### config.mk
export PLATFORM = sky130hd
export DESIGN_NAME = sof_timing_monitor
export DESIGN_NICKNAME = d
export VERILOG_FILES = /design/src/sofm_pkg.sv /design/src/sofm_ram.sv /design/src/sofm_ctrl.sv /design/src/sofm_datapath.sv /design/src/sof_timing_monitor.sv
export VERILOG_INCLUDE_DIRS = /design/src /design/src/src
export SDC_FILE = /design/constraint.sdc
export NUM_CORES = 2
export LEC_CHECK = 0
export BUFFER_PORTS_ARGS = -buffer_cell sky130_fd_sc_hd__buf_4
export CAP_MARGIN = 20
export CORE_MARGIN = 2
export CORE_UTILIZATION = 33
export DETAILED_ROUTE_END_ITERATION = 6
export GPL_ROUTABILITY_DRIVEN = 0
export PLACE_DENSITY = 0.5
export SYNTH_ARGS = -nofsm -noshare
export SYNTH_HDL_FRONTEND = slang
export SYNTH_HIERARCHICAL = 1
export SYNTH_SLANG_ARGS = --single-unit
### constraint.sdc
create_clock -name clk -period 15.6 [get_ports clk]
set_input_delay 1.56 -clock clk [delete_from_list [all_inputs] [get_ports clk]]
set_output_delay 1.56 -clock clk [all_outputs]
set_load 0.05 [all_outputs]
### src/sof_timing_monitor_defines.svh
// Assertion macros shared by the SOF timing monitor modules.
// Depends on a clk and an active-low rst_n in the module that uses them.
`ifndef SOF_TIMING_MONITOR_DEFINES_SVH
`define SOF_TIMING_MONITOR_DEFINES_SVH

// Same-cycle implication, checked out of reset.
`define SOFM_ASSERT_NOW(name, ante, cons, msg) \
    name: assert property (@(posedge clk) disable iff (!rst_n) (ante) |-> (cons)) \
        else $error(msg);

// Next-cycle implication, checked out of reset.
`define SOFM_ASSERT_NEXT(name, ante, cons, msg) \
    name: assert property (@(posedge clk) disable iff (!rst_n) (ante) |=> (cons)) \
        else $error(msg);

`endif

### src/sofm_pkg.sv
// Shared types, defaults and word codes for the SOF timing monitor.
// No dependencies.
package sofm_pkg;

    localparam int DELTA_BUCKETS_DEF = 8;
    localparam int ANOMALY_SLOTS_DEF = 4;
    localparam int FRAME_BITS_DEF    = 14;

    localparam int FRAME_IN_W  = 14;   // width of the frame index input fields
    localparam int FRAME_EXT_W = 16;   // widest frame mask supported
    localparam int TICK_W      = 32;
    localparam int CNT32_W     = 32;
    localparam int WORD_W      = 64;
    localparam int ANOM_WORDS  = 7;
    localparam int ANOM_SEL_W  = 3;
    localparam int STAT_TAIL   = 11;   // snapshot words besides the histogram
    localparam int REL_W       = 4;

    localparam logic [CNT32_W-1:0] GAP_MIN_INIT = 32'hFFFF_FFFF;

    // Snapshot words that follow the histogram, relative to its end.
    localparam logic [REL_W-1:0] SR_RACE       = 4'd0;
    localparam logic [REL_W-1:0] SR_ANOM_CNT   = 4'd1;
    localparam logic [REL_W-1:0] SR_LAST_FRAME = 4'd2;
    localparam logic [REL_W-1:0] SR_LAST_TIME  = 4'd3;
    localparam logic [REL_W-1:0] SR_MF_TOTAL   = 4'd4;
    localparam logic [REL_W-1:0] SR_GAP_MIN    = 4'd5;
    localparam logic [REL_W-1:0] SR_GAP_MAX    = 4'd6;
    localparam logic [REL_W-1:0] SR_GAP_SUM    = 4'd7;
    localparam logic [REL_W-1:0] SR_GAP_COUNT  = 4'd8;
    localparam logic [REL_W-1:0] SR_FILL       = 4'd9;

    // Words of one stored anomaly, in emit order.
    localparam logic [ANOM_SEL_W-1:0] AW_PREV     = 3'd0;
    localparam logic [ANOM_SEL_W-1:0] AW_CUR      = 3'd1;
    localparam logic [ANOM_SEL_W-1:0] AW_DELTA    = 3'd2;
    localparam logic [ANOM_SEL_W-1:0] AW_INTERVAL = 3'd3;
    localparam logic [ANOM_SEL_W-1:0] AW_STATUS   = 3'd4;
    localparam logic [ANOM_SEL_W-1:0] AW_PORT     = 3'd5;
    localparam logic [ANOM_SEL_W-1:0] AW_NOW      = 3'd6;

    typedef enum logic [1:0] {
        ST_IDLE,
        ST_UPDATE,
        ST_STATS,
        ST_ANOM
    } sofm_state_t;

    typedef struct packed {
        logic capture;   // latch an SOF transaction, form delta and interval
        logic update;    // fold the latched event into the statistics
        logic load;      // load the output register
        logic anom_sel;  // loaded word comes from the anomaly store
        logic last;      // loaded word ends the snapshot run
        logic clear;     // clear the period statistics
    } sofm_cmd_t;

    typedef struct packed {
        logic load_ok;   // output register can take a word this cycle
        logic fill_zero; // anomaly store is empty
    } sofm_status_t;

endpackage

### src/sofm_ram.sv
// Generic single-write, single-read RAM with registered read data.
// No dependencies.
module sofm_ram #(
    parameter int WIDTH = 32,
    parameter int DEPTH = 4
) (
    input  logic                                     clk,
    input  logic                                     we,
    input  logic [(DEPTH > 1 ? $clog2(DEPTH) : 1)-1:0] wr_addr,
    input  logic [WIDTH-1:0]                         wr_data,
    input  logic [(DEPTH > 1 ? $clog2(DEPTH) : 1)-1:0] rd_addr,
    output logic [WIDTH-1:0]                         rd_data
);

    logic [WIDTH-1:0] mem [DEPTH];
    logic [WIDTH-1:0] rd_data_reg;

    always_ff @(posedge clk)
    begin
        if (we)
        begin
            mem[wr_addr] <= wr_data;
        end
        rd_data_reg <= mem[rd_addr];
    end

    assign rd_data = rd_data_reg;

endmodule

### src/sofm_ctrl.sv
// Controller of the SOF timing monitor: input handshake and snapshot sequencer.
// Depends on sofm_pkg and sof_timing_monitor_defines.svh.
`include "sof_timing_monitor_defines.svh"

module sofm_ctrl
    import sofm_pkg::*;
#(
    parameter int DELTA_BUCKETS = DELTA_BUCKETS_DEF,
    parameter int ANOMALY_SLOTS = ANOMALY_SLOTS_DEF,
    localparam int STAT_WORDS   = DELTA_BUCKETS + STAT_TAIL,
    localparam int IDX_W        = $clog2(STAT_WORDS),
    localparam int SLOT_W       = ANOMALY_SLOTS > 1 ? $clog2(ANOMALY_SLOTS) : 1,
    localparam int FILL_W       = $clog2(ANOMALY_SLOTS + 1)
) (
    input  logic                  clk,
    input  logic                  rst_n,
    input  logic                  in_valid,
    input  logic                  action,
    output logic                  in_stall,
    input  sofm_status_t          status,
    input  logic [FILL_W-1:0]     fill,
    output sofm_cmd_t             cmd,
    output logic [IDX_W-1:0]      stat_idx,
    output logic [SLOT_W-1:0]     slot,
    output logic [SLOT_W-1:0]     rd_slot,
    output logic [ANOM_SEL_W-1:0] anom_word
);

    localparam int CNT_W = SLOT_W + 1;
    localparam logic [IDX_W-1:0] STAT_LAST = IDX_W'(STAT_WORDS - 1);

    sofm_state_t           state_reg, state_next;
    logic [IDX_W-1:0]      idx_reg, idx_next;
    logic [SLOT_W-1:0]     slot_reg, slot_next;
    logic [ANOM_SEL_W-1:0] aw_reg, aw_next;

    logic stat_done;
    logic anom_row_done;
    logic slot_final;

    assign stat_done     = (idx_reg == STAT_LAST);
    assign anom_row_done = (aw_reg == AW_NOW);
    assign slot_final    = ((CNT_W'(slot_reg) + CNT_W'(1)) == CNT_W'(fill));

    always_ff @(posedge clk or negedge rst_n)
    begin
        if (!rst_n)
        begin
            state_reg <= ST_IDLE;
            idx_reg   <= '0;
            slot_reg  <= '0;
            aw_reg    <= '0;
        end
        else
        begin
            state_reg <= state_next;
            idx_reg   <= idx_next;
            slot_reg  <= slot_next;
            aw_reg    <= aw_next;
        end
    end

    // Next state
    always_comb
    begin
        state_next = state_reg;
        unique case (state_reg)
            ST_IDLE:
            begin
                if (in_valid)
                begin
                    state_next = action ? ST_STATS : ST_UPDATE;
                end
            end
            ST_UPDATE:
            begin
                state_next = ST_IDLE;
            end
            ST_STATS:
            begin
                if (status.load_ok && stat_done)
                begin
                    state_next = status.fill_zero ? ST_IDLE : ST_ANOM;
                end
            end
            ST_ANOM:
            begin
                if (status.load_ok && anom_row_done && slot_final)
                begin
                    state_next = ST_IDLE;
                end
            end
            default:
            begin
                state_next = ST_IDLE;
            end
        endcase
    end

    // Outputs and counters
    always_comb
    begin
        cmd       = '0;
        in_stall  = 1'b1;
        idx_next  = idx_reg;
        slot_next = slot_reg;
        aw_next   = aw_reg;
        unique case (state_reg)
            ST_IDLE:
            begin
                in_stall  = 1'b0;
                idx_next  = '0;
                slot_next = '0;
                aw_next   = '0;
                if (in_valid && !action)
                begin
                    cmd.capture = 1'b1;
                end
            end
            ST_UPDATE:
            begin
                cmd.update = 1'b1;
            end
            ST_STATS:
            begin
                if (status.load_ok)
                begin
                    cmd.load = 1'b1;
                    if (stat_done)
                    begin
                        cmd.last  = status.fill_zero;
                        cmd.clear = status.fill_zero;
                    end
                    else
                    begin
                        idx_next = idx_reg + IDX_W'(1);
                    end
                end
            end
            ST_ANOM:
            begin
                cmd.anom_sel = 1'b1;
                if (status.load_ok)
                begin
                    cmd.load = 1'b1;
                    if (anom_row_done)
                    begin
                        aw_next = '0;
                        if (slot_final)
                        begin
                            cmd.last  = 1'b1;
                            cmd.clear = 1'b1;
                        end
                        else
                        begin
                            slot_next = slot_reg + SLOT_W'(1);
                        end
                    end
                    else
                    begin
                        aw_next = aw_reg + ANOM_SEL_W'(1);
                    end
                end
            end
            default:
            begin
                cmd = '0;
            end
        endcase
    end

    assign stat_idx  = idx_reg;
    assign slot      = slot_reg;
    assign rd_slot   = slot_next;
    assign anom_word = aw_reg;

    `SOFM_ASSERT_NEXT(a_update_one_cycle, state_reg == ST_UPDATE, state_reg == ST_IDLE,
        "update state lasted more than one cycle")
    `SOFM_ASSERT_NOW(a_slot_in_fill, state_reg == ST_ANOM,
        CNT_W'(slot_reg) < CNT_W'(fill), "anomaly readout beyond fill level")
    `SOFM_ASSERT_NOW(a_load_needs_room, cmd.load, status.load_ok,
        "output register loaded while full and stalled")
    `SOFM_ASSERT_NOW(a_word_range, state_reg == ST_ANOM, aw_reg <= AW_NOW,
        "anomaly word counter out of range")

endmodule

### src/sofm_datapath.sv
// Datapath of the SOF timing monitor: statistics, anomaly store, output register.
// Depends on sofm_pkg, sofm_ram and sof_timing_monitor_defines.svh.
`include "sof_timing_monitor_defines.svh"

module sofm_datapath
    import sofm_pkg::*;
#(
    parameter int DELTA_BUCKETS = DELTA_BUCKETS_DEF,
    parameter int ANOMALY_SLOTS = ANOMALY_SLOTS_DEF,
    parameter int FRAME_BITS    = FRAME_BITS_DEF,
    localparam int STAT_WORDS   = DELTA_BUCKETS + STAT_TAIL,
    localparam int IDX_W        = $clog2(STAT_WORDS),
    localparam int SLOT_W       = ANOMALY_SLOTS > 1 ? $clog2(ANOMALY_SLOTS) : 1,
    localparam int FILL_W       = $clog2(ANOMALY_SLOTS + 1)
) (
    input  logic                  clk,
    input  logic                  rst_n,
    input  logic [FRAME_IN_W-1:0] frame_entry,
    input  logic [FRAME_IN_W-1:0] frame_recheck,
    input  logic [TICK_W-1:0]     now_ticks,
    input  logic [CNT32_W-1:0]    status_word,
    input  logic [CNT32_W-1:0]    port_word,
    input  sofm_cmd_t             cmd,
    input  logic [IDX_W-1:0]      stat_idx,
    input  logic [SLOT_W-1:0]     slot,
    input  logic [SLOT_W-1:0]     rd_slot,
    input  logic [ANOM_SEL_W-1:0] anom_word,
    output sofm_status_t          status,
    output logic [FILL_W-1:0]     fill,
    input  logic                  out_stall,
    output logic                  out_valid,
    output logic [WORD_W-1:0]     word,
    output logic                  last
);

    localparam int HB_W  = $clog2(DELTA_BUCKETS);
    localparam int FB    = FRAME_BITS;
    // Anomaly row layout, LSB first: now, port, status, interval, delta, cur, prev
    localparam int O_PORT   = TICK_W;
    localparam int O_STATUS = O_PORT + CNT32_W;
    localparam int O_INTVL  = O_STATUS + CNT32_W;
    localparam int O_DELTA  = O_INTVL + TICK_W;
    localparam int O_CUR    = O_DELTA + FB;
    localparam int O_PREV   = O_CUR + FRAME_IN_W;
    localparam int ROW_W    = O_PREV + FB;
    localparam logic [HB_W-1:0] TOP_BUCKET = HB_W'(DELTA_BUCKETS - 1);

    logic [CNT32_W-1:0]    sof_total_reg;
    logic [CNT32_W-1:0]    race_total_reg;
    logic [CNT32_W-1:0]    anomaly_count_reg;
    logic [CNT32_W-1:0]    hist_reg [DELTA_BUCKETS];
    logic [FRAME_IN_W-1:0] last_frame_reg;
    logic [TICK_W-1:0]     last_time_reg;
    logic [FRAME_IN_W-1:0] prev_frame_reg;
    logic [TICK_W-1:0]     prev_time_reg;
    logic                  prev_valid_reg;
    logic [WORD_W-1:0]     mf_total_reg;
    logic [CNT32_W-1:0]    gap_min_reg;
    logic [CNT32_W-1:0]    gap_max_reg;
    logic [WORD_W-1:0]     gap_sum_reg;
    logic [CNT32_W-1:0]    gap_count_reg;
    logic [FILL_W-1:0]     fill_reg;

    // Latched SOF event between capture and update
    logic                  have_gap_reg;
    logic [FB-1:0]         delta_reg;
    logic [TICK_W-1:0]     interval_reg;
    logic [FB-1:0]         ev_prev_reg;
    logic [FRAME_IN_W-1:0] ev_cur_reg;
    logic [CNT32_W-1:0]    ev_status_reg;
    logic [CNT32_W-1:0]    ev_port_reg;
    logic [TICK_W-1:0]     ev_now_reg;

    logic                  out_valid_reg;
    logic [WORD_W-1:0]     word_reg;
    logic                  last_reg;

    logic [FRAME_EXT_W-1:0] delta_wide;
    logic [FRAME_EXT_W-1:0] prev_ext;
    logic [HB_W-1:0]        bucket;
    logic                   fold;
    logic                   is_anomaly;
    logic                   store_we;
    logic [ROW_W-1:0]       wr_row;
    logic [ROW_W-1:0]       rd_row;
    logic [WORD_W-1:0]      stat_word;
    logic [WORD_W-1:0]      anom_val;
    logic [WORD_W-1:0]      next_word;
    logic [HB_W-1:0]        hist_idx;
    logic [REL_W-1:0]       rel_idx;
    logic                   load_ok;

    assign prev_ext   = FRAME_EXT_W'(prev_frame_reg);
    assign delta_wide = FRAME_EXT_W'(frame_entry) - prev_ext;

    assign bucket = (FRAME_EXT_W'(delta_reg) < FRAME_EXT_W'(DELTA_BUCKETS - 1))
                  ? HB_W'(delta_reg) : TOP_BUCKET;
    assign fold       = cmd.update && have_gap_reg;
    assign is_anomaly = (delta_reg != FB'(1));
    assign store_we   = fold && is_anomaly && (fill_reg < FILL_W'(ANOMALY_SLOTS));

    always_ff @(posedge clk or negedge rst_n)
    begin
        if (!rst_n)
        begin
            sof_total_reg     <= '0;
            race_total_reg    <= '0;
            anomaly_count_reg <= '0;
            last_frame_reg    <= '0;
            last_time_reg     <= '0;
            prev_frame_reg    <= '0;
            prev_time_reg     <= '0;
            prev_valid_reg    <= 1'b0;
            mf_total_reg      <= '0;
            gap_min_reg       <= GAP_MIN_INIT;
            gap_max_reg       <= '0;
            gap_sum_reg       <= '0;
            gap_count_reg     <= '0;
            fill_reg          <= '0;
            have_gap_reg      <= 1'b0;
        end
        else
        begin
            if (cmd.capture)
            begin
                sof_total_reg  <= sof_total_reg + CNT32_W'(1);
                last_frame_reg <= frame_entry;
                last_time_reg  <= now_ticks;
                if (frame_recheck != frame_entry)
                begin
                    race_total_reg <= race_total_reg + CNT32_W'(1);
                end
                prev_valid_reg <= 1'b1;
                prev_frame_reg <= frame_entry;
                prev_time_reg  <= now_ticks;
                have_gap_reg   <= prev_valid_reg;
            end
            if (fold)
            begin
                mf_total_reg <= mf_total_reg + WORD_W'(delta_reg);
                if (interval_reg < gap_min_reg)
                begin
                    gap_min_reg <= interval_reg;
                end
                if (interval_reg > gap_max_reg)
                begin
                    gap_max_reg <= interval_reg;
                end
                gap_sum_reg   <= gap_sum_reg + WORD_W'(interval_reg);
                gap_count_reg <= gap_count_reg + CNT32_W'(1);
                if (is_anomaly)
                begin
                    anomaly_count_reg <= anomaly_count_reg + CNT32_W'(1);
                end
                if (store_we)
                begin
                    fill_reg <= fill_reg + FILL_W'(1);
                end
            end
            if (cmd.clear)
            begin
                gap_min_reg   <= GAP_MIN_INIT;
                gap_max_reg   <= '0;
                gap_sum_reg   <= '0;
                gap_count_reg <= '0;
                fill_reg      <= '0;
            end
        end
    end

    // Event details held for the update cycle
    always_ff @(posedge clk)
    begin
        if (cmd.capture)
        begin
            delta_reg     <= delta_wide[FB-1:0];
            interval_reg  <= now_ticks - prev_time_reg;
            ev_prev_reg   <= prev_ext[FB-1:0];
            ev_cur_reg    <= frame_entry;
            ev_status_reg <= status_word;
            ev_port_reg   <= port_word;
            ev_now_reg    <= now_ticks;
        end
    end

    always_ff @(posedge clk or negedge rst_n)
    begin
        if (!rst_n)
        begin
            for (int k = 0; k < DELTA_BUCKETS; k++)
            begin
                hist_reg[k] <= '0;
            end
        end
        else
        begin
            for (int k = 0; k < DELTA_BUCKETS; k++)
            begin
                if (fold && (bucket == HB_W'(k)))
                begin
                    hist_reg[k] <= hist_reg[k] + CNT32_W'(1);
                end
            end
        end
    end

    assign wr_row = {ev_prev_reg, ev_cur_reg, delta_reg, interval_reg,
                     ev_status_reg, ev_port_reg, ev_now_reg};

    sofm_ram #(
        .WIDTH (ROW_W),
        .DEPTH (ANOMALY_SLOTS)
    ) u_store (
        .clk     (clk),
        .we      (store_we),
        .wr_addr (SLOT_W'(fill_reg)),
        .wr_data (wr_row),
        .rd_addr (rd_slot),
        .rd_data (rd_row)
    );

    assign hist_idx = HB_W'(stat_idx - IDX_W'(1));
    assign rel_idx  = REL_W'(stat_idx - IDX_W'(DELTA_BUCKETS + 1));

    always_comb
    begin
        stat_word = '0;
        if (stat_idx == '0)
        begin
            stat_word = WORD_W'(sof_total_reg);
        end
        else if (stat_idx <= IDX_W'(DELTA_BUCKETS))
        begin
            stat_word = WORD_W'(hist_reg[hist_idx]);
        end
        else
        begin
            unique case (rel_idx)
                SR_RACE:       stat_word = WORD_W'(race_total_reg);
                SR_ANOM_CNT:   stat_word = WORD_W'(anomaly_count_reg);
                SR_LAST_FRAME: stat_word = WORD_W'(last_frame_reg);
                SR_LAST_TIME:  stat_word = WORD_W'(last_time_reg);
                SR_MF_TOTAL:   stat_word = mf_total_reg;
                SR_GAP_MIN:    stat_word = (gap_count_reg == '0) ? '0 : WORD_W'(gap_min_reg);
                SR_GAP_MAX:    stat_word = WORD_W'(gap_max_reg);
                SR_GAP_SUM:    stat_word = gap_sum_reg;
                SR_GAP_COUNT:  stat_word = WORD_W'(gap_count_reg);
                SR_FILL:       stat_word = WORD_W'(fill_reg);
                default:       stat_word = '0;
            endcase
        end
    end

    always_comb
    begin
        unique case (anom_word)
            AW_PREV:     anom_val = WORD_W'(rd_row[O_PREV +: FB]);
            AW_CUR:      anom_val = WORD_W'(rd_row[O_CUR +: FRAME_IN_W]);
            AW_DELTA:    anom_val = WORD_W'(rd_row[O_DELTA +: FB]);
            AW_INTERVAL: anom_val = WORD_W'(rd_row[O_INTVL +: TICK_W]);
            AW_STATUS:   anom_val = WORD_W'(rd_row[O_STATUS +: CNT32_W]);
            AW_PORT:     anom_val = WORD_W'(rd_row[O_PORT +: CNT32_W]);
            AW_NOW:      anom_val = WORD_W'(rd_row[0 +: TICK_W]);
            default:     anom_val = '0;
        endcase
    end

    assign next_word = cmd.anom_sel ? anom_val : stat_word;
    assign load_ok   = !out_valid_reg || !out_stall;

    always_ff @(posedge clk or negedge rst_n)
    begin
        if (!rst_n)
        begin
            out_valid_reg <= 1'b0;
            last_reg      <= 1'b0;
        end
        else if (cmd.load)
        begin
            out_valid_reg <= 1'b1;
            last_reg      <= cmd.last;
        end
        else if (!out_stall)
        begin
            out_valid_reg <= 1'b0;
        end
    end

    always_ff @(posedge clk)
    begin
        if (cmd.load)
        begin
            word_reg <= next_word;
        end
    end

    assign status.load_ok   = load_ok;
    assign status.fill_zero = (fill_reg == '0);
    assign fill      = fill_reg;
    assign out_valid = out_valid_reg;
    assign word      = word_reg;
    assign last      = last_reg;

    `SOFM_ASSERT_NOW(a_fill_bound, 1'b1, fill_reg <= FILL_W'(ANOMALY_SLOTS),
        "anomaly fill level above slot count")
    `SOFM_ASSERT_NEXT(a_fill_hold, !cmd.update && !cmd.clear, $stable(fill_reg),
        "anomaly fill changed without update or clear")
    `SOFM_ASSERT_NEXT(a_last_loaded, cmd.load && cmd.last, out_valid_reg && last_reg,
        "final snapshot word not presented")
    `SOFM_ASSERT_NOW(a_slot_readout, cmd.anom_sel && cmd.load,
        (SLOT_W + 1)'(slot) < (SLOT_W + 1)'(fill_reg), "readout of an unfilled slot")

endmodule

### src/sof_timing_monitor.sv
// Top level of the SOF timing monitor: controller plus datapath.
// Depends on sofm_pkg, sofm_ctrl and sofm_datapath.
//
//  Chan Handshake          Payload
//  in   in_valid/in_stall  action, frame_entry, frame_recheck, now_ticks, status_word, port_word
//  out  out_valid/out_stall  word, last
//
// An SOF event is captured with delta and interval in the idle state, then the
// statistics update follows in the update state. A snapshot is accepted in the
// idle state, then DELTA_BUCKETS + 11 statistics words and 7 words per stored anomaly
// go out one word a cycle through the single output register, unless out_stall holds
// it. A new transaction is taken while the last snapshot word still waits.
// Reset is asynchronous and needs no clearing pass; the anomaly store is read
// only below its fill level.
module sof_timing_monitor
    import sofm_pkg::*;
#(
    parameter int DELTA_BUCKETS = DELTA_BUCKETS_DEF,
    parameter int ANOMALY_SLOTS = ANOMALY_SLOTS_DEF,
    parameter int FRAME_BITS    = FRAME_BITS_DEF
) (
    input  logic                  clk,
    input  logic                  rst_n,
    input  logic                  in_valid,
    output logic                  in_stall,
    input  logic                  action,
    input  logic [FRAME_IN_W-1:0] frame_entry,
    input  logic [FRAME_IN_W-1:0] frame_recheck,
    input  logic [TICK_W-1:0]     now_ticks,
    input  logic [CNT32_W-1:0]    status_word,
    input  logic [CNT32_W-1:0]    port_word,
    output logic                  out_valid,
    input  logic                  out_stall,
    output logic [WORD_W-1:0]     word,
    output logic                  last
);

    localparam int STAT_WORDS = DELTA_BUCKETS + STAT_TAIL;
    localparam int IDX_W      = $clog2(STAT_WORDS);
    localparam int SLOT_W     = ANOMALY_SLOTS > 1 ? $clog2(ANOMALY_SLOTS) : 1;
    localparam int FILL_W     = $clog2(ANOMALY_SLOTS + 1);

    sofm_cmd_t             cmd;
    sofm_status_t          status;
    logic [FILL_W-1:0]     fill;
    logic [IDX_W-1:0]      stat_idx;
    logic [SLOT_W-1:0]     slot;
    logic [SLOT_W-1:0]     rd_slot;
    logic [ANOM_SEL_W-1:0] anom_word;

    sofm_ctrl #(
        .DELTA_BUCKETS (DELTA_BUCKETS),
        .ANOMALY_SLOTS (ANOMALY_SLOTS)
    ) u_ctrl (
        .clk       (clk),
        .rst_n     (rst_n),
        .in_valid  (in_valid),
        .action    (action),
        .in_stall  (in_stall),
        .status    (status),
        .fill      (fill),
        .cmd       (cmd),
        .stat_idx  (stat_idx),
        .slot      (slot),
        .rd_slot   (rd_slot),
        .anom_word (anom_word)
    );

    sofm_datapath #(
        .DELTA_BUCKETS (DELTA_BUCKETS),
        .ANOMALY_SLOTS (ANOMALY_SLOTS),
        .FRAME_BITS    (FRAME_BITS)
    ) u_datapath (
        .clk           (clk),
        .rst_n         (rst_n),
        .frame_entry   (frame_entry),
        .frame_recheck (frame_recheck),
        .now_ticks     (now_ticks),
        .status_word   (status_word),
        .port_word     (port_word),
        .cmd           (cmd),
        .stat_idx      (stat_idx),
        .slot          (slot),
        .rd_slot       (rd_slot),
        .anom_word     (anom_word),
        .status        (status),
        .fill          (fill),
        .out_stall     (out_stall),
        .out_valid     (out_valid),
        .word          (word),
        .last          (last)
    );

endmodule
==> flow_metrics.py <==
metrics = {
    "clock_network": {
        "max-clock-path-buffers": 3,
        "clk_pin_slew_ns": 0.06,
        "cts-buffers-inserted": 184,
        "cts-hold-fix-buffers": 0,
        "cts_tree": "done",
        "post_cts_buffers": 0,
        "clk_latency_ns": 0.85,
        "cts_root_buf": "clkbuf_16",
        "htreeDepth": 4,
        "clock-sinks": 1725,
        "cts_resized": 0,
    },
    "finish": {
        "seq_area_um2": 46900,
        "area_growth_pct": 14.9,
        "drive_gt1_frac": 0.156,
        "fillers": 21491,
        "largest_reg_flops": 680,
        "multi_input_area_um2": 26700,
        "fin_util": 0.381,
        "final_nets": 6053,
        "final_cells": 8914,
    },
    "power_and_ir_drop": {
        "cellPowerDensity_nw_per_um2": 165,
        "irDropWorstVdd_mv": 0.116,
        "power_leakage_nw": 32.9,
        "p_total_mw": 14.3,
    },
    "die": {
        "initial_utilization": 0.331,
        "dieArea_um2": 232000,
        "ios": 196,
        "num_rows": 175,
        "core_um2": 227000,
        "fp.dieW_um": 481,
        "die_y_um": 481,
    },
    "yosys": {
        "synth_compound_area_frac": 0.0787,
        "synth_common_cells": "edfxtp_1 (914), dfrtp_1 (609), nand2_1 (475)",
        "yosysTopAreaCell": "edfxtp_1",
        "ys_warn_count": 6,
        "synth.avg_cell_area_um2": 13.6,
        "yosysUniqueCellTypes": 95,
        "synthMuxAreaShare": 0.0863,
        "yosys.area_share.adder": 0.0310,
        "yosys.area_share.simple": 0.0961,
        "synth_most_common_cell": "edfxtp_1",
        "netlist_top_cells_area": "edfxtp_1 (37%), dfrtp_1 (20%), mux4_2 (7.1%), dfxtp_1 (4.5%), xnor2_1 (3.7%)",
        "synth_xor_area_frac": 0.0604,
        "synth.top_cell.area_share": 0.365,
        "syn_nets": 5828,
        "ys_seq_elements": 1725,
        "syn_area_um2": 75200,
        "synth_edf_count": 914,
        "async_flop_share": 0.372,
        "netlist_instances": 5515,
        "synth_flop_cell": "edfxtp_1",
        "seq_area_frac_synth": 0.624,
        "synth_top_family_by_area": "simple AND/OR/NAND/NOR gates",
    },
    "drt": {
        "vias_per_cell": 5.25,
        "first_pass_iters": 7,
        "routed_wl_mm": 212,
        "antenna_left": 0,
        "drc": 0,
        "vias": 46780,
        "avgRoutedWirePerCell_um": 23.8,
        "initialDrtViolationCount": 4242,
    },
    "critical_path": {
        "cp-end-kind": "flip-flop",
        "slowest_delay_ns": 0.93,
        "cp-start-kind": "input pin",
        "crit_family": "buffers and inverters",
        "crit_chain": "buf_4 -> nand2_1 -> and4b_1 -> o31ai_1 -> nor3b_1 -> a221o_4 -> buf_4 -> buf_4 -> mux4_2",
        "cp_num_buf_inv": 3,
        "crit_type": "input pin to flip-flop",
        "r2r_cells": 12,
        "cpMostUsedCell": "buf_4",
        "critPathSlowestCell": "a221o_4",
        "crit_required_ns": 16.30,
        "timing.critical_path.depth": 9,
        "crit_fanout": 62,
        "worstPathArrival_ns": 5.95,
        "r2r_slack_ns": 10.62,
    },
    "global_routing": {
        "grt_max_degree": 127,
        "grt_pass1_wl_mm": 315,
        "grt-ovfl-total": 0,
        "grt_usage": 0.182,
        "antenna_found_initial": 10,
        "grt_pass1_vias": 46420,
    },
    "place": {
        "numPortBuffers": 195,
        "dp_cells": 8559,
        "dp_hpwl_mm": 145,
    },
    "status": {
        "status": "finished clean",
    },
    "sta": {
        "hold_violations": 0,
        "final_max_slew_viol_count": 0,
        "worstMarginPinSlew_ns": 1.25,
        "post-route-period-util": 0.336,
        "setup_tns_ns": 0,
        "min_period_ns": 5.24,
        "rsz0062_at_grt": "false",
        "fin_worst_skew_ns": 0.0345,
        "setup_viol": 0,
        "fmax_mhz": 191,
        "relSlewSlack": 0.167,
        "whs_ns": 0.470,
    },
    "job": {
        "drv_cap": 0,
    },
    "worst_hold_path": {
        "holdPathStages": 1,
        "hold_path_class": "flip-flop to flip-flop",
    },
}
## routing by layer
layer  up-vias  track usage  part of all wire
li1      21124            -                 -
met1     24097        0.262              0.46
met2      1288        0.285              0.46
met3       267       0.0318             0.058
met4         4       0.0460             0.023
met5         -            0           0.00016
## where the power goes
group / internal, mW / total, mW / switching [mW]
clock: 2.56 / 4.43 / 1.87
sequential: 5.54 / 6.16 / 0.620
combinational: 1.30 / 3.69 / 2.39
## metrics by stage
| stage | setup WS [ns] | instance area [µm²] |
|---|---|---|
| final | 10.36 | 86400 |
| after global routing | 10.26 | 86300 |
| after CTS | 10.45 | 86300 |
| after detailed placement | 9.56 | 80100 |
| after global placement | 9.56 | 80100 |
| after floorplan | 0.716 | 75200 |
## path summary, 6_finish.rpt
path	startpoint	to
max	out_stall	u_datapath/u_store/rd_data[121]
min	u_datapath/hist_reg[159]	u_datapath/hist_reg[159]
max reg2reg	u_datapath/interval_reg[0]	u_datapath/gap_sum_reg[56]
min reg2reg	u_datapath/hist_reg[159]	u_datapath/hist_reg[159]
max in group asynchronous	rst_n	u_ctrl/stat_idx[0]
min in group asynchronous	rst_n	u_datapath/gap_sum_reg[31]
## logic make-up (layout without fill, tap and decap cells)
logic type / count (synthesis) / after routing
compound gates: 874 / 874
fa+ha+maj: 184 / 184
mux: 347 / 347
xor+xnor: 518 / 518
flops: 1725 / 1725
other cells: 0 / 7
simple gates: 1453 / 1453
buf+inv: 414 / 797
## placed cells by master, fill, tap and decap left out, types with 170 or more instances in the layout
master and count:
o21ai_0 173, buf_4 249, nor2_1 305, ha_1 178
mux4_2 238, nand2_1 474, inv_1 191, nand3_1 181
xor2_1 198, dfxtp_1 170, clkbuf_16 185, xnor2_1 319
edfxtp_1 914, dfrtp_1 607
## cell type report
cell class / instances / area share
clock buffers: 257 / 0.0593
diodes: 7 / 0.000203
multi-input cells: 3376 / 0.309
inverters: 192 / 0.00835
well taps: 3009 / 0.0436
flip-flops and latches: 1725 / 0.544
clock inverters: 87 / 0.0121
repair buffers: 261 / 0.0240
Power figures use the tool's default switching activity.
